### src/hw/rtl/assert_macros.svh
// assertion macros shared by the rtl
`ifndef ASSERT_MACROS_SVH
`define ASSERT_MACROS_SVH

// same-cycle implication, quiet during reset
`define ASSERT_IMPLY(label, clk, rst, lhs, rhs) \
   label: assert property (@(posedge clk) disable iff (rst) (lhs) |-> (rhs)) \
      else $error("assertion failed");

// next-cycle implication, quiet during reset
`define ASSERT_NEXT(label, clk, rst, lhs, rhs) \
   label: assert property (@(posedge clk) disable iff (rst) (lhs) |=> (rhs)) \
      else $error("assertion failed");

`endif

### src/hw/rtl/gbm_pkg.sv
// shared types, codes and field layout of the gap buffer
`timescale 1ns / 1ps
package gbm_pkg;

   localparam int CAPACITY_DEF     = 4096;
   localparam int MARKER_COUNT_DEF = 16;

   localparam int REQ_W   = 48;
   localparam int RSP_W   = 88;
   localparam int CSR_IW  = 2;
   localparam int CSR_DW  = 13;

   localparam logic [2:0] ACT_INSERT    = 3'd0;
   localparam logic [2:0] ACT_DEL_FWD   = 3'd1;
   localparam logic [2:0] ACT_DEL_BWD   = 3'd2;
   localparam logic [2:0] ACT_SET_MARK  = 3'd3;
   localparam logic [2:0] ACT_READ_MARK = 3'd4;
   localparam logic [2:0] ACT_READ_CHAR = 3'd5;

   localparam logic [1:0] ST_OK    = 2'd0;
   localparam logic [1:0] ST_RO    = 2'd1;
   localparam logic [1:0] ST_FULL  = 2'd2;
   localparam logic [1:0] ST_UNSET = 2'd3;

   localparam logic [CSR_IW-1:0] CSR_READ_ONLY = 2'd0;
   localparam logic [CSR_IW-1:0] CSR_HEAD_CLIP = 2'd1;
   localparam logic [CSR_IW-1:0] CSR_TAIL_CLIP = 2'd2;

   typedef struct packed {
      logic latch;
      logic refuse;
      logic setup;
      logic copy;
      logic mscan;
      logic edit;
      logic dscan;
      logic mark;
      logic rd_issue;
      logic rd_capture;
      logic finish;
   } cmd_type;

   typedef struct packed {
      logic ro_edit;
      logic is_edit;
      logic is_mark;
      logic is_rd;
      logic need_move;
      logic copy_done;
      logic scan_last;
      logic del_scan;
      logic out_free;
   } sts_type;

endpackage

### src/hw/rtl/gbm_ctrl.sv
// sequencing state machine of the gap buffer
`timescale 1ns / 1ps
module gbm_ctrl (
   input  logic             clock,
   input  logic             reset,
   input  logic             req_tvalid,
   output logic             req_tready,
   input  gbm_pkg::sts_type sts,
   output gbm_pkg::cmd_type cmd
);
   import gbm_pkg::*;

   localparam logic [3:0] S_IDLE   = 4'd0;
   localparam logic [3:0] S_DECODE = 4'd1;
   localparam logic [3:0] S_SETUP  = 4'd2;
   localparam logic [3:0] S_COPY   = 4'd3;
   localparam logic [3:0] S_MSCAN  = 4'd4;
   localparam logic [3:0] S_EDIT   = 4'd5;
   localparam logic [3:0] S_DSCAN  = 4'd6;
   localparam logic [3:0] S_MARK   = 4'd7;
   localparam logic [3:0] S_RD     = 4'd8;
   localparam logic [3:0] S_RDW    = 4'd9;
   localparam logic [3:0] S_FIN    = 4'd10;

   logic [3:0] state_ff, state_in;

   assign req_tready = (state_ff == S_IDLE);

   always_comb begin
      state_in = state_ff;
      cmd      = '0;
      unique case (state_ff)
         S_IDLE: begin
            if (req_tvalid) begin
               cmd.latch = 1'b1;
               state_in  = S_DECODE;
            end
         end
         S_DECODE: begin
            if (sts.ro_edit) begin
               cmd.refuse = 1'b1;
               state_in   = S_FIN;
            end else if (sts.is_edit) begin
               state_in = S_SETUP;
            end else if (sts.is_mark) begin
               state_in = S_MARK;
            end else if (sts.is_rd) begin
               state_in = S_RD;
            end else begin
               state_in = S_FIN;
            end
         end
         S_SETUP: begin
            cmd.setup = 1'b1;
            state_in  = sts.need_move ? S_COPY : S_EDIT;
         end
         S_COPY: begin
            cmd.copy = 1'b1;
            if (sts.copy_done) state_in = S_MSCAN;
         end
         S_MSCAN: begin
            cmd.mscan = 1'b1;
            if (sts.scan_last) state_in = S_EDIT;
         end
         S_EDIT: begin
            cmd.edit = 1'b1;
            state_in = sts.del_scan ? S_DSCAN : S_FIN;
         end
         S_DSCAN: begin
            cmd.dscan = 1'b1;
            if (sts.scan_last) state_in = S_FIN;
         end
         S_MARK: begin
            cmd.mark = 1'b1;
            state_in = S_FIN;
         end
         S_RD: begin
            cmd.rd_issue = 1'b1;
            state_in     = S_RDW;
         end
         S_RDW: begin
            cmd.rd_capture = 1'b1;
            state_in       = S_FIN;
         end
         S_FIN: begin
            if (sts.out_free) begin
               cmd.finish = 1'b1;
               state_in   = S_IDLE;
            end
         end
         default: state_in = S_IDLE;
      endcase
   end

   always_ff @(posedge clock) begin
      if (reset) state_ff <= S_IDLE;
      else       state_ff <= state_in;
   end

endmodule

### config.mk
export PLATFORM = sky130hd
export DESIGN_NAME = gbm_ctrl
export DESIGN_NICKNAME = d
export VERILOG_FILES = /design/src/hw/rtl/assert_macros.svh /design/src/hw/rtl/gbm_pkg.sv /design/src/hw/rtl/gbm_ctrl.sv
export SDC_FILE = /design/constraint.sdc
export NUM_CORES = 1
export LEC_CHECK = 0
export BUFFER_PORTS_ARGS = -buffer_cell sky130_fd_sc_hd__buf_2
export CORE_AREA = 2 2 39 41
export DETAILED_ROUTE_END_ITERATION = 16
export DIE_AREA = 0 0 41 43
export PLACE_DENSITY = 0.62
export SETUP_SLACK_MARGIN = 0.2
export SLEW_MARGIN = 20
export SYNTH_ARGS = -nofsm -noshare
export SYNTH_HDL_FRONTEND = slang
export SYNTH_SLANG_ARGS = --single-unit
### constraint.sdc
create_clock -name clock -period 2.8 [get_ports clock]
set_input_delay 0.7 -clock clock [delete_from_list [all_inputs] [get_ports clock]]
set_output_delay 0.7 -clock clock [all_outputs]
set_load 0.05 [all_outputs]
Word level (Yosys, flattened, before mapping)

Cells that the tools add are included.

Reduce and logical (&&, ||, !) cells: 3
Multiplexer cells: 26
Equality and inequality tests: 15

Operators with widths:

| cell                                          | count |
|---|---|
| one-hot mux 4 bit (10 select lines)           | 1 |
| 2-to-1 mux 4 bit                              | 9 |
| == test 4 x 3 -> 1 bit, second input constant | 4 |
| 2-to-1 mux 1 bit                              | 14 |
| == test 4 bit, second input constant          | 3 |
| != test 2 bit, second input constant          | 5 |
| == test 4 x 2 -> 1 bit, second input constant | 2 |
| AND reduction 5 bit                           | 1 |
| == test 4 x 1 -> 1 bit, second input constant | 1 |
| logical NOT 4 bit                             | 1 |
| 2-to-1 mux 3 bit                              | 1 |
| 2-to-1 mux 2 bit                              | 1 |
| OR reduction 2 bit                            | 1 |

Register bits: 4
Output and inout port bits: 12
Input bits: 12

Longest topological paths before layout

Word-level depth: 5
Gate-level depth with buffers: 6
Mapped depth without buffers: 5

Worst setup path before layout

No wires, ideal clock.

Path kind: register -> output
Start: register state_ff[2]
End: output port cmd[10] (netlist bit)
Required time: 2,100 ps
Stages on the path, launching flop included: 4
Buffers on the path: 1
Setup slack: -586 ps
Arrival: 2,686 ps
Cell sequence: dfxtp_1 > buf_2 > nor4_1 > and2_1

RTL lines:

| what                   | line           | text |
|---|---|---|
| from (decl)            | gbm_ctrl.sv:25 | `logic [3:0] state_ff, state_in;` |
| from (signal assigned) | gbm_ctrl.sv:97 | `else state_ff <= state_in;` |
| to (decl)              | gbm_ctrl.sv:9  | `output gbm_pkg::cmd_type cmd` |

==> run_results.csv <==
group,metric,value,unit
placement,routabilityCongestion,0.838,
timing,tightest_slew,499,ps
timing,fmax,436,MHz
yosys,synth_cells,67,
routing,wl_met3,47,um
floorplan,core_region_area,0.00138,mm^2
clocking,clk_pin_slew,40,ps
floorplan,start_util,0.336,
yosys,synth_top_cell_area_share,0.172,
floorplan,die_x,41,um
global_route,antenna_found_initial,0,
layout,antennaDiodeCount,0,
global_route,grt_pass1_wl,1920,um
placement,place_ws,754,ps
timing,fin_crit_sh,0.819,
routing,drc,0,
yosys,yosys_warnings,0,
floorplan,ios,24,
timing,rsz0062_at_grt,"false",
clocking,cts_tree,"yes",
routing,routedWlPerCell,11.8,um
yosys,yosysMostFrequentCell,"nor2_1",
yosys,synthArstFlopShare,0,
yosys,synth_flop_cell,"dfxtp_1",
timing,slew_violations,0,
routing,num_vias,565,
timing,setup_viol,0,
worst_setup_path,start_kind,"flop",
routing,topRoutingLayerUsed,"met3",
yosys,syn_area_per_cell,6.95,um^2
timing,setup-tns-final,0,ps
routing,drtPass1Iterations,4,
yosys,synth_top_cell_by_area,"dfxtp_1",
layout,largest_reg_flops,4,
placement,port_buffers,23,
routing,ant_nets,0,
yosys,ys_top_cells_by_area,"dfxtp_1 (17%), nor2_1 (9.7%), nand2b_1 (6.7%)",
layout,num-fill-cells,157,
floorplan,rows,14,
floorplan,chipHeight,43,um
run,max-cap-violations,0,
routing,drt_wl_total,1230,um
global_route,grt_pass1_vias,504,
yosys,ys_seq_area_frac,0.172,
placement,dp_hpwl,964,um
clocking,clockBufferDepth,2,
routing,wl_met2,625,um
worst_setup_path,cp_max_fo,14,
layout,nNetsFinal,102,
layout,top_register,"state_ff",
routing,drt_iter0_markers,11,
timing,fin_crit,2290,ps
timing,final.setup_skew,1.69,ps
layout,top_regs,"state_ff: 4 flops",
yosys,yosysUniqueCellTypes,25,
worst_setup_path,arrival,1590,ps
yosys,ys_ff_latch,4,
clocking,clock_sinks,4,
clocking,cts_made_buffers,3,
yosys,netlist_top_cells_count,"nor2_1 (12), nor3_1 (6), a21oi_1 (5), nand2b_1 (5)",
yosys,synth_fp_nets,79,
timing,maxSlewHeadroom,0.667,
layout,seq_area,80.1,um^2
layout,final_cell_area,607,um^2
worst_setup_path,regToRegSetupSlack,1040,ps
layout,final_layout_size_suffix_gt1_frac,0.352,
worst_setup_path,critical_path_class,"reg2out",
clocking,cts_root_buffer,"clkbuf_4",
worst_setup_path,crit-reg2reg-launch,"state_ff[2]",
global_route,grt_max_degree,15,
clocking,cts_max_level,1,
worst_setup_path,crit_end,"cmd[6]",
worst_setup_path,worst_setup_path_end_kind,"output port",
power,ir_worst_vdd,0.589,mV
layout,area_delta_synth_final,30.4,%
clocking,clock_latency,230,ps
clocking,cts_hold_buf,0,
timing,worst_slack,506,ps
run_status,outcome,"finished, final reports clean",
routing,vias_per_cell,5.43,
layout,multiInputGateArea,354,um^2
power,static-leakage-power,0.279,nW
floorplan,dieArea,0.00176,mm^2
layout,instances_no_fill,104,
worst_setup_path,cp-startpoint,"state_ff[2]",
timing,hold_viol,0,
worst_setup_path,worstReg2RegEnd,"state_ff[1]",
worst_setup_path,required,2100,ps
min_path,hold_path.class,"in2reg",
yosys,synth_edf_count,0,
global_route,grtUsageTotal,0.154,
power,pwr_density_cell,1250,mW/mm^2
placement,dp_cells,101,
clocking,cts_setup_buffers,0,
worst_setup_path,reg2reg_depth,5,
placement,place_area,584,um^2
yosys,netlist_area,465,um^2
power,power,0.758,mW
clocking,cts-resized-gates,0,
timing,holdWs,666,ps
global_route,gr-total-overflow,0,
layout,utilization,0.439,
routing,wl_met1,557,um
cell usage in the layout, fill, tap and decap left out, drive strengths merged:
master   instances
clkbuf           3
nand2b           6
or4b             1
a31oi            1
o22ai            2
nor4b            1
buf             23
nor2            12
nand2            3
o32a             3
a311oi           1
nor4             1
inv              4
and3b            1
a211oi           1
o21ba            2
and2             1
o221ai           1
o21ai            4
nor3             6
a2bb2oi          2
a21oi            5
dfxtp            4
cell type report:
class	count	area share
inverters	4	0.0247
clock buffers	3	0.0371
repair buffers	23	0.190
flip-flops and latches	4	0.132
well taps	16	0.0330
multi-input cells	54	0.584
worst max-delay path, stage by stage (launching register included):
cell and delay, ps:
dfxtp_1 610, nand2b_1 280, nor3_1 180, buf_2 290
layer usage:
metal / up-vias / GRT usage
met4: 0 / 0.0867
met5: - / 0
met3: 0 / 0.0157
met1: 258 / 0.179
li1: 291 / -
met2: 16 / 0.256
worst min path at each step:
stage                startpoint          end  cells past startpoint
finish                    reset  state_ff[2]                      2
global route              reset  state_ff[2]                      2
CTS                       reset  state_ff[2]                      2
detailed placement  state_ff[2]  state_ff[0]                      2
global placement    state_ff[2]  state_ff[0]                      2
floorplan           state_ff[3]  state_ff[3]                      3
power by group:
part	internal (mW)	leakage, nW	switching, mW	total (mW)
Sequential	0.0814	0.0328	0.0920	0.173
Combinational	0.177	0.233	0.338	0.515
Clock	0.0478	0.0138	0.0218	0.0696
logic make-up after synthesis:
family                 share of synthesized area
buffers and inverters                     0.0995
and+or+nand+nor                            0.366
AOI/OAI and AO/OA                          0.363
DFF                                        0.172
(Power assumes the default switching activity.)
